`config.mk`:
```
export PLATFORM = sky130hd
export DESIGN_NAME = photon_time_window_ranges_core
export DESIGN_NICKNAME = d
export VERILOG_FILES = /design/src/rtl/ptwr_pkg.sv /design/src/rtl/photon_time_window_ranges_core.sv
export VERILOG_INCLUDE_DIRS = /design/src /design/src/rtl
export SDC_FILE = /design/constraint.sdc
export NUM_CORES = 1
export LEC_CHECK = 0
export ABC_CLOCK_PERIOD_IN_PS = 8800
export BUFFER_PORTS_ARGS = -buffer_cell sky130_fd_sc_hd__buf_2
export CAP_MARGIN = 0
export CORE_MARGIN = 3
export CORE_UTILIZATION = 25
export CTS_CLUSTER_DIAMETER = 60
export CTS_CLUSTER_SIZE = 16
export DETAILED_ROUTE_END_ITERATION = 6
export RECOVER_POWER = 100
export SETUP_SLACK_MARGIN = 0.05
export SLEW_MARGIN = 20
export SYNTH_ARGS = -nofsm -noshare
export SYNTH_HDL_FRONTEND = slang
export SYNTH_SLANG_ARGS = --single-unit
```
`constraint.sdc`:
```
create_clock -name i_clk -period 8.8 [get_ports i_clk]
set_input_delay 0.88 -clock i_clk [delete_from_list [all_inputs] [get_ports i_clk]]
set_output_delay 0.88 -clock i_clk [all_outputs]
set_load 0.005 [all_outputs]
```
`src/rtl/photon_time_window_ranges_core_macros.svh`:
```
// Assertion helpers, clocked on i_clk and disabled while i_rst_n is low.
`ifndef PHOTON_TIME_WINDOW_RANGES_CORE_MACROS_SVH
`define PHOTON_TIME_WINDOW_RANGES_CORE_MACROS_SVH

// same-cycle implication
`define PTWR_ASSERT_NOW(label, ante, cons, msg) \
    label: assert property (@(posedge i_clk) disable iff (!i_rst_n) (ante) |-> (cons)) \
        else $error(msg);

// next-cycle implication
`define PTWR_ASSERT_NEXT(label, ante, cons, msg) \
    label: assert property (@(posedge i_clk) disable iff (!i_rst_n) (ante) |=> (cons)) \
        else $error(msg);

`endif

```
`src/rtl/ptwr_pkg.sv`:
```
`timescale 1ns / 1ps
package ptwr_pkg;

    localparam int RANGE_W = 31;
    localparam int CFG_W   = 32;
    localparam int ADDR_W  = 5;

    typedef enum logic [2:0] {
        REG_WINDOW_MIN = 3'd0,
        REG_WINDOW_MAX = 3'd1,
        REG_PHOTONS_MIN = 3'd2,
        REG_PHOTONS_MAX = 3'd3,
        REG_INVERT      = 3'd4
    } t_reg_idx;

    typedef struct packed {
        logic [RANGE_W-1:0] range_begin;
        logic [RANGE_W-1:0] range_end;
        logic               last_of_run;
    } t_result;

endpackage

```
`src/rtl/photon_time_window_ranges_core.sv`:
```
`timescale 1ns / 1ps
// Channel   | Dir | tdata (low bit up)                      | tlast
// ----------+-----+-----------------------------------------+--------------
// s (in)    | in  | photon time, zero pad to bytes          | end_of_stream
// m (out)   | out | range_begin, range_end, 2 zero pad bits | last_of_run
// apb       | in  | five 32-bit registers at 4*i            | -
//
// One input word is taken per cycle while the result buffer has room; its windows
// are worked out in one pass from the input register into a two-entry result buffer.
// A word that selects two windows makes the next word wait in the input register,
// since the result port drains one word per cycle while i_m_tready is high.
// A stalled result port holds the input register; one more word may wait in it.
// Reset is synchronous, active low, and restores register defaults and state.
`include "photon_time_window_ranges_core_macros.svh"
module photon_time_window_ranges_core
    import ptwr_pkg::*;
#(
    parameter int INDEX_BITS = 31,
    parameter int TIME_BITS  = 64
) (
    input  logic                                i_clk,
    input  logic                                i_rst_n,
    input  logic                                i_s_tvalid,
    output logic                                o_s_tready,
    input  logic [((TIME_BITS+7)/8)*8-1:0]      i_s_tdata,   // photon time
    input  logic                                i_s_tlast,   // end_of_stream
    output logic                                o_m_tvalid,
    input  logic                                i_m_tready,
    output logic [63:0]                         o_m_tdata,   // range_begin, range_end
    output logic                                o_m_tlast,   // last_of_run
    input  logic                                psel,
    input  logic                                penable,
    input  logic                                pwrite,
    input  logic [ADDR_W-1:0]                   paddr,
    input  logic [CFG_W-1:0]                    pwdata,
    output logic [CFG_W-1:0]                    prdata,
    output logic                                pready
);

    localparam int CW = (TIME_BITS > 32) ? TIME_BITS : 32;

    logic [CFG_W-1:0]        r_wmin;
    logic [CFG_W-1:0]        r_wmax;
    logic signed [CFG_W-1:0] r_pmin;
    logic signed [CFG_W-1:0] r_pmax;
    logic                    r_invert;

    logic                    r_in_v;
    logic [TIME_BITS-1:0]    r_in_t;
    logic                    r_in_eos;

    logic                    r_open;
    logic [INDEX_BITS-1:0]   r_sidx;
    logic [TIME_BITS-1:0]    r_stime;
    logic [INDEX_BITS-1:0]   r_pidx;

    logic [1:0]              r_cnt;
    t_result                 r_res [2];

    logic                    n_open;
    logic [INDEX_BITS-1:0]   n_sidx;
    logic [TIME_BITS-1:0]    n_stime;
    logic [INDEX_BITS-1:0]   n_pidx;
    logic [1:0]              n_cnt;
    t_result                 n_res [2];

    logic                    cfg_wr;
    t_reg_idx                cfg_idx;
    logic                    pop;
    logic                    out_free;
    logic                    proc;
    logic [TIME_BITS-1:0]    span1;
    logic [CW-1:0]           span1_x;
    logic [CW-1:0]           span2_x;
    logic [CW-1:0]           minlen_x;
    logic                    close1;
    logic                    restart;
    logic [INDEX_BITS-1:0]   idx_next;
    logic [INDEX_BITS-1:0]   begin2;
    logic                    sel1;
    logic                    sel2;
    t_result                 res1;
    t_result                 res2;

    function automatic logic keep(input logic [CW-1:0] span,
                                  input logic [INDEX_BITS-1:0] count,
                                  input logic [CFG_W-1:0] wmax,
                                  input logic signed [CFG_W-1:0] pmin,
                                  input logic signed [CFG_W-1:0] pmax,
                                  input logic invert);
        logic             ok;
        logic [CFG_W-1:0] cnt_x;
        cnt_x = CFG_W'(count);
        ok = 1'b1;
        if ((wmax != '0) && !(span < CW'(wmax))) begin
            ok = 1'b0;
        end
        if (!pmin[CFG_W-1] && (cnt_x < unsigned'(pmin))) begin
            ok = 1'b0;
        end
        if (!pmax[CFG_W-1] && (cnt_x > unsigned'(pmax))) begin
            ok = 1'b0;
        end
        return ok ^ invert;
    endfunction

    // configuration port
    assign pready  = 1'b1;
    assign cfg_idx = t_reg_idx'(paddr[ADDR_W-1:2]);
    assign cfg_wr  = psel && penable && pwrite;

    always_ff @(posedge i_clk) begin
        if (!i_rst_n) begin
            r_wmin   <= CFG_W'(1);
            r_wmax   <= '0;
            r_pmin   <= '1;
            r_pmax   <= '1;
            r_invert <= 1'b0;
        end else if (cfg_wr) begin
            unique case (cfg_idx)
                REG_WINDOW_MIN:  r_wmin   <= pwdata;
                REG_WINDOW_MAX:  r_wmax   <= pwdata;
                REG_PHOTONS_MIN: r_pmin   <= signed'(pwdata);
                REG_PHOTONS_MAX: r_pmax   <= signed'(pwdata);
                REG_INVERT:      r_invert <= pwdata[0];
                default: ;
            endcase
        end
    end

    always_comb begin
        unique case (cfg_idx)
            REG_WINDOW_MIN:  prdata = r_wmin;
            REG_WINDOW_MAX:  prdata = r_wmax;
            REG_PHOTONS_MIN: prdata = unsigned'(r_pmin);
            REG_PHOTONS_MAX: prdata = unsigned'(r_pmax);
            REG_INVERT:      prdata = CFG_W'(r_invert);
            default:         prdata = '0;
        endcase
    end

    // handshake
    assign pop        = o_m_tvalid && i_m_tready;
    assign out_free   = (r_cnt == 2'd0) || ((r_cnt == 2'd1) && i_m_tready);
    assign proc       = r_in_v && out_free;
    assign o_s_tready = !r_in_v || proc;

    always_ff @(posedge i_clk) begin
        if (!i_rst_n) begin
            r_in_v <= 1'b0;
        end else if (i_s_tvalid && o_s_tready) begin
            r_in_v <= 1'b1;
        end else if (proc) begin
            r_in_v <= 1'b0;
        end
    end

    always_ff @(posedge i_clk) begin
        if (i_s_tvalid && o_s_tready) begin
            r_in_t   <= i_s_tdata[TIME_BITS-1:0];
            r_in_eos <= i_s_tlast;
        end
    end

    // window logic
    assign span1    = r_in_t - r_stime;
    assign span1_x  = CW'(span1);
    assign minlen_x = (r_wmin == '0) ? CW'(1) : CW'(r_wmin);
    assign close1   = r_open && (span1_x >= minlen_x);
    assign restart  = !r_open || close1;
    assign span2_x  = restart ? '0 : span1_x;
    assign idx_next = r_pidx + INDEX_BITS'(1);
    assign begin2   = restart ? r_pidx : r_sidx;

    assign sel1 = close1 && keep(span1_x, r_pidx - r_sidx, r_wmax, r_pmin, r_pmax, r_invert);
    assign sel2 = r_in_eos
                  && keep(span2_x, idx_next - begin2, r_wmax, r_pmin, r_pmax, r_invert);

    always_comb begin
        res1.range_begin = RANGE_W'(32'(r_sidx));
        res1.range_end   = RANGE_W'(32'(r_pidx));
        res1.last_of_run = !sel2;
        res2.range_begin = RANGE_W'(32'(begin2));
        res2.range_end   = RANGE_W'(32'(idx_next));
        res2.last_of_run = 1'b1;
    end

    always_comb begin
        n_open  = r_open;
        n_sidx  = r_sidx;
        n_stime = r_stime;
        n_pidx  = r_pidx;
        if (proc) begin
            if (r_in_eos) begin
                n_open  = 1'b0;
                n_sidx  = '0;
                n_stime = '0;
                n_pidx  = '0;
            end else begin
                n_open = 1'b1;
                n_pidx = idx_next;
                if (restart) begin
                    n_sidx  = r_pidx;
                    n_stime = r_in_t;
                end
            end
        end
    end

    always_ff @(posedge i_clk) begin
        if (!i_rst_n) begin
            r_open  <= 1'b0;
            r_sidx  <= '0;
            r_stime <= '0;
            r_pidx  <= '0;
        end else begin
            r_open  <= n_open;
            r_sidx  <= n_sidx;
            r_stime <= n_stime;
            r_pidx  <= n_pidx;
        end
    end

    // result buffer, head in entry 0
    always_comb begin
        n_cnt    = r_cnt;
        n_res[0] = r_res[0];
        n_res[1] = r_res[1];
        if (proc) begin
            n_cnt    = 2'(sel1) + 2'(sel2);
            n_res[0] = sel1 ? res1 : res2;
            n_res[1] = res2;
        end else if (pop) begin
            n_cnt    = r_cnt - 2'd1;
            n_res[0] = r_res[1];
        end
    end

    always_ff @(posedge i_clk) begin
        if (!i_rst_n) begin
            r_cnt <= 2'd0;
        end else begin
            r_cnt <= n_cnt;
        end
    end

    always_ff @(posedge i_clk) begin
        r_res[0] <= n_res[0];
        r_res[1] <= n_res[1];
    end

    assign o_m_tvalid = (r_cnt != 2'd0);
    assign o_m_tdata  = {2'b00, r_res[0].range_end, r_res[0].range_begin};
    assign o_m_tlast  = r_res[0].last_of_run;

    `PTWR_ASSERT_NOW(a_cnt_range, 1'b1, r_cnt != 2'd3, "result count out of range")
    `PTWR_ASSERT_NOW(a_no_overwrite, r_cnt == 2'd2, !proc, "pending pair overwritten")
    `PTWR_ASSERT_NOW(a_pair_head, r_cnt == 2'd2, !r_res[0].last_of_run, "pair head last")
    `PTWR_ASSERT_NOW(a_pair_tail, r_cnt == 2'd2, r_res[1].last_of_run, "pair tail not last")
    `PTWR_ASSERT_NEXT(a_eos_clears, proc && r_in_eos, !r_open && r_pidx == '0, "end not cleared")
    `PTWR_ASSERT_NEXT(a_held_word, r_in_v && !proc, r_in_v, "held input word lost")

endmodule

```
# --- Word-level counts from Yosys, hierarchy flattened ---
# Memory sizes are Yosys's and may differ from the RTL's.
# Cells that the tools add are included.
classes:
  n_eq_ne: 5
  order_cmp: 7
  n_reduce_logical: 39
  bitwise_logic: 2
  addsub: 6
  muxes: 23
op_table:
  columns: ["operator", "n"]
  rows:
  - ["2-to-1 mux 63 bit", 4]
  - ["2-to-1 mux 64 bit", 3]
  - ["case mux 32 bit (5 select lines)", 1]
  - ["less-than comparator 64 x 32 -> 1 bit", 2]
  - ["2-to-1 mux 31 bit", 3]
  - ["greater-or-equal comparator 64 x 32 -> 1 bit", 1]
  - ["greater-than comparator 31 x 32 -> 1 bit", 2]
  - ["less-than comparator 31 x 32 -> 1 bit", 2]
  - ["subtractor 64 bit", 1]
  - ["subtractor 31 bit", 2]
  - ["zero test 32 bit", 1]
  - ["2-to-1 mux 32 bit", 1]
  - ["nonzero test 32 bit", 1]
  - ["adder 31 x 1 -> 31 bit (second input constant)", 1]
  - ["logical AND 1 bit", 15]
  - ["AND reduction 2 bit", 6]
  - ["2-to-1 mux 1 bit", 9]
  - ["nonzero test 2 bit", 4]
  - ["zero test 1 bit", 7]
  - ["equality test 3 x 2 -> 1 bit (second input constant)", 2]
  - ["2-to-1 mux 2 bit", 2]
  - ["equality test 3 x 1 -> 1 bit (second input constant)", 1]
  - ["equality test 3 bit (second input constant)", 1]
  - ["zero test 3 bit", 1]
  - ["other kinds (6)", 9]
totals:
  output_inout_bits: 100
  mem_count: 1
  mem_bits_rw: 126
  word_cells: 96
  ff_bits: 324
  input_bits: 109
memory_table:
  columns: ["name", "depth", "width", "rd", "rd_ports_with_merged_regs", "wr", "line_no", "rtl"]
  rows:
  - ["r_res", 2, 63, 2, 0, 2, "photon_time_window_ranges_core.sv:58", "t_result r_res [2];"]

# --- Logic depth before layout (Yosys ltp) ---
logic_depth:
  ltp_word: 17
  depth_mapped: 62
  ltp_nobuf: 59

# --- Worst setup path after synthesis ---
# Ideal clock, no wire load.
synth_path:
  path_type: "register to register"
  start: "register r_in_t[0]"
  end: "register r_cnt[0]"
  slack_ps: -746
  synth_period_minus_slack_ps: 9546
  t_arrival_ps: 9426
  setup_time_ps: 121
  path_stages_with_launch: 61
  required_ps: 8679
  path_buffers: 3
  path_cell_list: "edfxtp_1 inv_1 ha_1 inv_1 fa_1 a211oi_1 nor4_2 nor2_1 a21oi_1 o21bai_1 o21ai_0 xor2_1 ha_1 a21o_1 a21oi_1 nor2b_1 o21ai_0 nand2b_1 [... 25 more ...] nor2b_1 o21ai_0 nand2b_1 a21oi_1 nor2b_1 o21ai_0 nand2_1 nor2_1 a221oi_1 o21ai_0 a311oi_1 xnor2_1 nor2b_1 ha_1 nand2_1 nand3_1 nand2_1 a21oi_1"
synth_via:
  word_cells_on_any_way: 29
  cone_classes: "add/sub: 3; order compare: 5; mux: 9; bitwise: 2; reduce/logical: 10"
synth_lines:
  columns: ["element", "line_no", "rtl"]
  rows:
  - ["from (decl)", "photon_time_window_ranges_core.sv:49", "logic [TIME_BITS-1:0] r_in_t;"]
  - ["from (signal assigned)", "photon_time_window_ranges_core.sv:160", "r_in_t <= i_s_tdata[TIME_BITS-1:0];"]
  - ["subtractor 64 bit (*)", "photon_time_window_ranges_core.sv:166", "assign span1 = r_in_t - r_stime;"]
  - ["greater-or-equal comparator 64 x 32 -> 1 bit (*)", "photon_time_window_ranges_core.sv:169", "assign close1 = r_open && (span1_x >= minlen_x);"]
  - ["logical AND 1 bit (*)", "photon_time_window_ranges_core.sv:169", null]
  - ["logical OR 1 bit (*)", "photon_time_window_ranges_core.sv:170", "assign restart = !r_open || close1;"]
  - ["2-to-1 mux 31 bit (*)", null, null]
  - ["named net begin2[7]", "photon_time_window_ranges_core.sv:79", "logic [INDEX_BITS-1:0] begin2;"]
  - ["subtractor 31 bit (*)", "photon_time_window_ranges_core.sv:177", "&& keep(span2_x, idx_next - begin2, r_wmax, r_pmin, r_pmax, r_invert);"]
  - ["less-than comparator 31 x 32 -> 1 bit", "photon_time_window_ranges_core.sv:98", "if (!pmin[CFG_W-1] && (cnt_x < unsigned'(pmin))) begin"]
  - ["logical AND 1 bit", "photon_time_window_ranges_core.sv:98", null]
  - ["2-to-1 mux 1 bit", "photon_time_window_ranges_core.sv:98", null]
  - ["2-to-1 mux 1 bit (*)", "photon_time_window_ranges_core.sv:101", "if (!pmax[CFG_W-1] && (cnt_x > unsigned'(pmax))) begin"]
  - ["XOR 1 bit (*)", "photon_time_window_ranges_core.sv:104", "return ok ^ invert;"]
  - ["logical AND 1 bit (*)", "photon_time_window_ranges_core.sv:177", null]
  - ["adder 1 x 1 -> 2 bit (*)", "photon_time_window_ranges_core.sv:230", "n_cnt = 2'(sel1) + 2'(sel2);"]
  - ["2-to-1 mux 2 bit (*)", "photon_time_window_ranges_core.sv:229", "if (proc) begin"]
  - ["to (signal assigned)", "photon_time_window_ranges_core.sv:243", "r_cnt <= n_cnt;"]
  - ["to (decl)", "photon_time_window_ranges_core.sv:57", "logic [1:0] r_cnt;"]
# Mark *: on every way through the listed nets, which the timed path passes. The rest lies on a longest branch.
# A chain may end at the register's enable or synchronous reset.

# --- Final worst setup path ---
layout_path:
  start: "register r_in_t[1]"
  end: "register r_cnt[0]"
# The elaborated chain is that of the path after synthesis.

==> results by group <==
Route
  – Post-DRT Antenna Nets: 0
  – Residual DRC: 0
  – Vias per cell: 4.86
  – Vias: 30289
  – Final wirelength: ~120000 um
  – Iteration-0 DRC Markers: 2734
  – First drt pass iteration count: 5
  – WL/cell: around 19 um

Yosys
  – Synth async-reset ratio: 0%
  – Cell type with the largest total area after synthesis: edfxtp_1
  – Syn Inst Count: 3777
  – Cell Area, Synth: 32500 um^2
  – Syn avg cell area: 8.59 um^2
  – Dominant cell by count in the synthesized netlist: nand2_1
  – Synth cell count leaders: nand2_1 (427), ha_1 (342), inv_1 (288), dfxtp_1 (259), o21ai_0 (222)
  – Top cells by area, synth: edfxtp_1 (18%), dfxtp_1 (16%), ha_1 (13%)
  – Library cells used by synthesis: 101
  – YS warnings: 0
  – Post-synth EDFFs: 190
  – Post-synthesis register bit count: 449
  – Main flop type after synthesis: dfxtp_1
  – Sequential area share after synthesis: about 34%
  – Area share of the largest cell type after synthesis: 17.6%

Worst setup path
  – Worst setup path start: r_in_t[1]
  – CP max stage cell: edfxtp_1
  – Critical path fanouts, max: 7
  – Reg-to-reg critical path endpoint: r_cnt[0]
  – Worst reg2reg startpoint: r_in_t[1]
  – Crit. End Element: flip-flop
  – Max incr delay on CP: 400 ps
  – Critical Path Most Common Cell: a21oi_2
  – R2R cell count: 52
  – Critical Path Start Type: flip-flop
  – WS Path Type: flip-flop to flip-flop
  – Crit path DAT: 10180 ps
  – Reg-to-reg setup timing slack: -800 ps
  – Worst path required time: 9380 ps

Global route
  – First-pass GRT wire length: 175000 um
  – Grt total ovfl: 0
  – Met3 Track Usage GR: under 10%
  – Largest net degree at the start of global routing: 150
  – Initial antenna violation count: 34
  – Busiest grt layer: met2
  – Met1 Usage GRT: 24.2%
  – Overall routing resource usage: 16.6%
  – Vias in the first global route: 28855
  – Met2 GRT Util: 24.4%

CTS
  – Worst skew pair latency: about 670 ps
  – CTS HTree Levels: 2
  – Clk slew on worst S/H paths: 70 ps
  – Max Buffers Root-to-Sink: 3
  – CTS tree: built
  – Total CTS buffers: 46
  – # clock sinks: approximately 450
  – Root Driver: clkbuf_16
  – Hold-fix buffers, CTS: 0

STA
  – Final-report max-slew violation count: 63
  – RSZ-0062 raised after global routing: true
  – Final Skew: 52.3 ps
  – WHS: 402 ps
  – Fmax: 104 MHz
  – Fin. Hold Viols: 0
  – Count of final setup violators: 3
  – Final period util: 109%
  – Max_slew headroom: -52.2%
  – Worst-Margin Slew: 2280 ps
  – Tmin final: 9600 ps
  – Final setup margin: -797 ps
  – Setup tns final: -2140 ps

Hold path
  – Hold endpoint: r_in_t[13]
  – Hold path depth: 1
  – Min-Delay Startpoint: i_s_tdata[13]
  – Hold Path Class: input port to flip-flop

Die
  – CORE AREA: ~130000 um^2
  – Io pins: 209
  – Rows: 131
  – DIE AREA: 134000 um^2
  – Horiz. Die Dim: 366 um
  – Die Span Y: ~370 um
  – Initial Utilization: 25.3%

Power and ir drop
  – Static leakage: 17.5 nW
  – PD cells: approximately 160 nW/um^2
  – Peak VDD IR: roughly 0.00017 V

Cells and area
  – Final Util: 32.7%
  – Final net count: just under 5000
  – Area growth from synthesis to layout: 29.1%
  – Fill count: 13495
  – Layout cells sized above 1: around a quarter

Status
  – Status: finished with violations
  – Failing checks: capacitance limit, slew limit, setup timing

Placed design
  – Placement Setup Slack: -1230 ps
  – PortBufs: 203
  – Routability Congestion: between 0.9 and 1
  – Detail Placement HPWL: 91500 um

Job
  – Max-cap violations: 1
-- final cells by class --
class / instances / area (um^2) / area share (%)
Sequential cell: 449 / 10900 / 26.0
Multi-Input combinational cell: 2762 / 19800 / 47.2
Tap cell: 1729 / 2160 / 5.16
Antenna cell: 23 / 57.6 / 0.137
Clock buffer: 56 / 1220 / 2.91
Clock inverter: 30 / 469 / 1.12
Timing Repair Buffer: 889 / 6250 / 14.9
Inverter: 288 / 1080 / 2.59
-- what timing repair did --
item	in CTS	in global routing
resized for setup	31	75
gates cloned	1	1
pin swaps	22	42
setup buffers	13	14
endpoints found under the setup margin	3	65
-- power breakdown --
group	switching [mW]	total [mW]	internal, mW
Sequential	0.0550	2.40	2.35
Clock	1.00	2.19	1.19
Combinational	1.07	1.96	0.887
Total	2.12	6.55	4.43
-- worst max-delay path by stage --
stage | endpoint | slack [ps]
2_1_floorplan | r_cnt[0] | -90
3_3_place_gp | r_cnt[0] | -1060
3_5_place_dp | r_cnt[0] | -1230
4_1_cts | r_cnt[0] | -870
5_1_grt | r_cnt[0] | -1290
6_report | r_cnt[0] | -800
-- worst max-delay path, delay by kind of cell, from the launching register on --
kind / cells / cell delay [ps]
AO/OA/AOI/OAI: 24 / 4220
AND/OR/NAND/NOR: 14 / 1890
flip-flops: 1 / 400
XOR/XNOR: 3 / 460
buffers and inverters: 5 / 790
adder cells (fa/ha/maj): 6 / 1740
-- metrics by stage --
stage	std cells	cell area, um^2	power [mW]
floorplan	3778	32600	3.49
global placement	6089	39500	4.32
detailed placement	6089	39500	4.34
CTS	6189	41400	6.58
global route	6203	41800	6.90
finish	6226	41900	6.55
-- cells by family (layout without fill, tap and decap cells) --
logic type      Yosys count  after routing  share of synthesized area (%)
fa+ha+maj               345            345                           13.3
simple gates           1180           1180                           18.6
xor+xnor                157            157                           4.24
buf+inv                 567           1263                           7.48
flops                   449            449                           33.6
mux                      17             17                          0.559
compound gates         1060           1060                           22.2
other cells               2             26                         0.0231
-- flip-flops by register name, indices dropped and copies added, names as in the netlist, 2 cells and up --
name and count:
r_wmax 32, r_in_t 64, r_pmin 32, r_sidx 31
r_stime 64, r_pmax 32, r_res 125, r_pidx 31
r_cnt 2, r_wmin 32
-- metal layers --
| metal | share of wire (%) | vias up |
|---|---|---|
| li1 | - | 14940 |
| met1 | 48 | 14250 |
| met2 | 41 | 947 |
| met3 | 8.9 | 140 |
| met4 | 2.0 | 12 |
| met5 | 0.073 | - |
-- layout by cell type, fill, tap and decap left out, types with 19 or more instances in the layout --
master     count
nor2_1       123
a22oi_1      116
o21a_1        38
and3_1        30
and4_1        29
o211ai_1      79
buf_2        183
and2_1        19
a21boi_0      77
inv_1        280
diode_2       23
a22o_1        31
clkbuf_1      29
nand2_1      424
clkbuf_16     48
buf_4        672
nand2b_1      44
xor2_1        47
o311ai_0      29
nor4_1        30
o21ai_1       24
nand4_1       70
xnor2_1      100
o21ai_0      196
a21o_1        51
ha_1         331
edfxtp_1     190
dfxtp_1      258
nor3_1        49
a21oi_1      198
a221o_1       37
nor2b_1      195
nand3_1       74
Power figures use the tool's default switching activity.
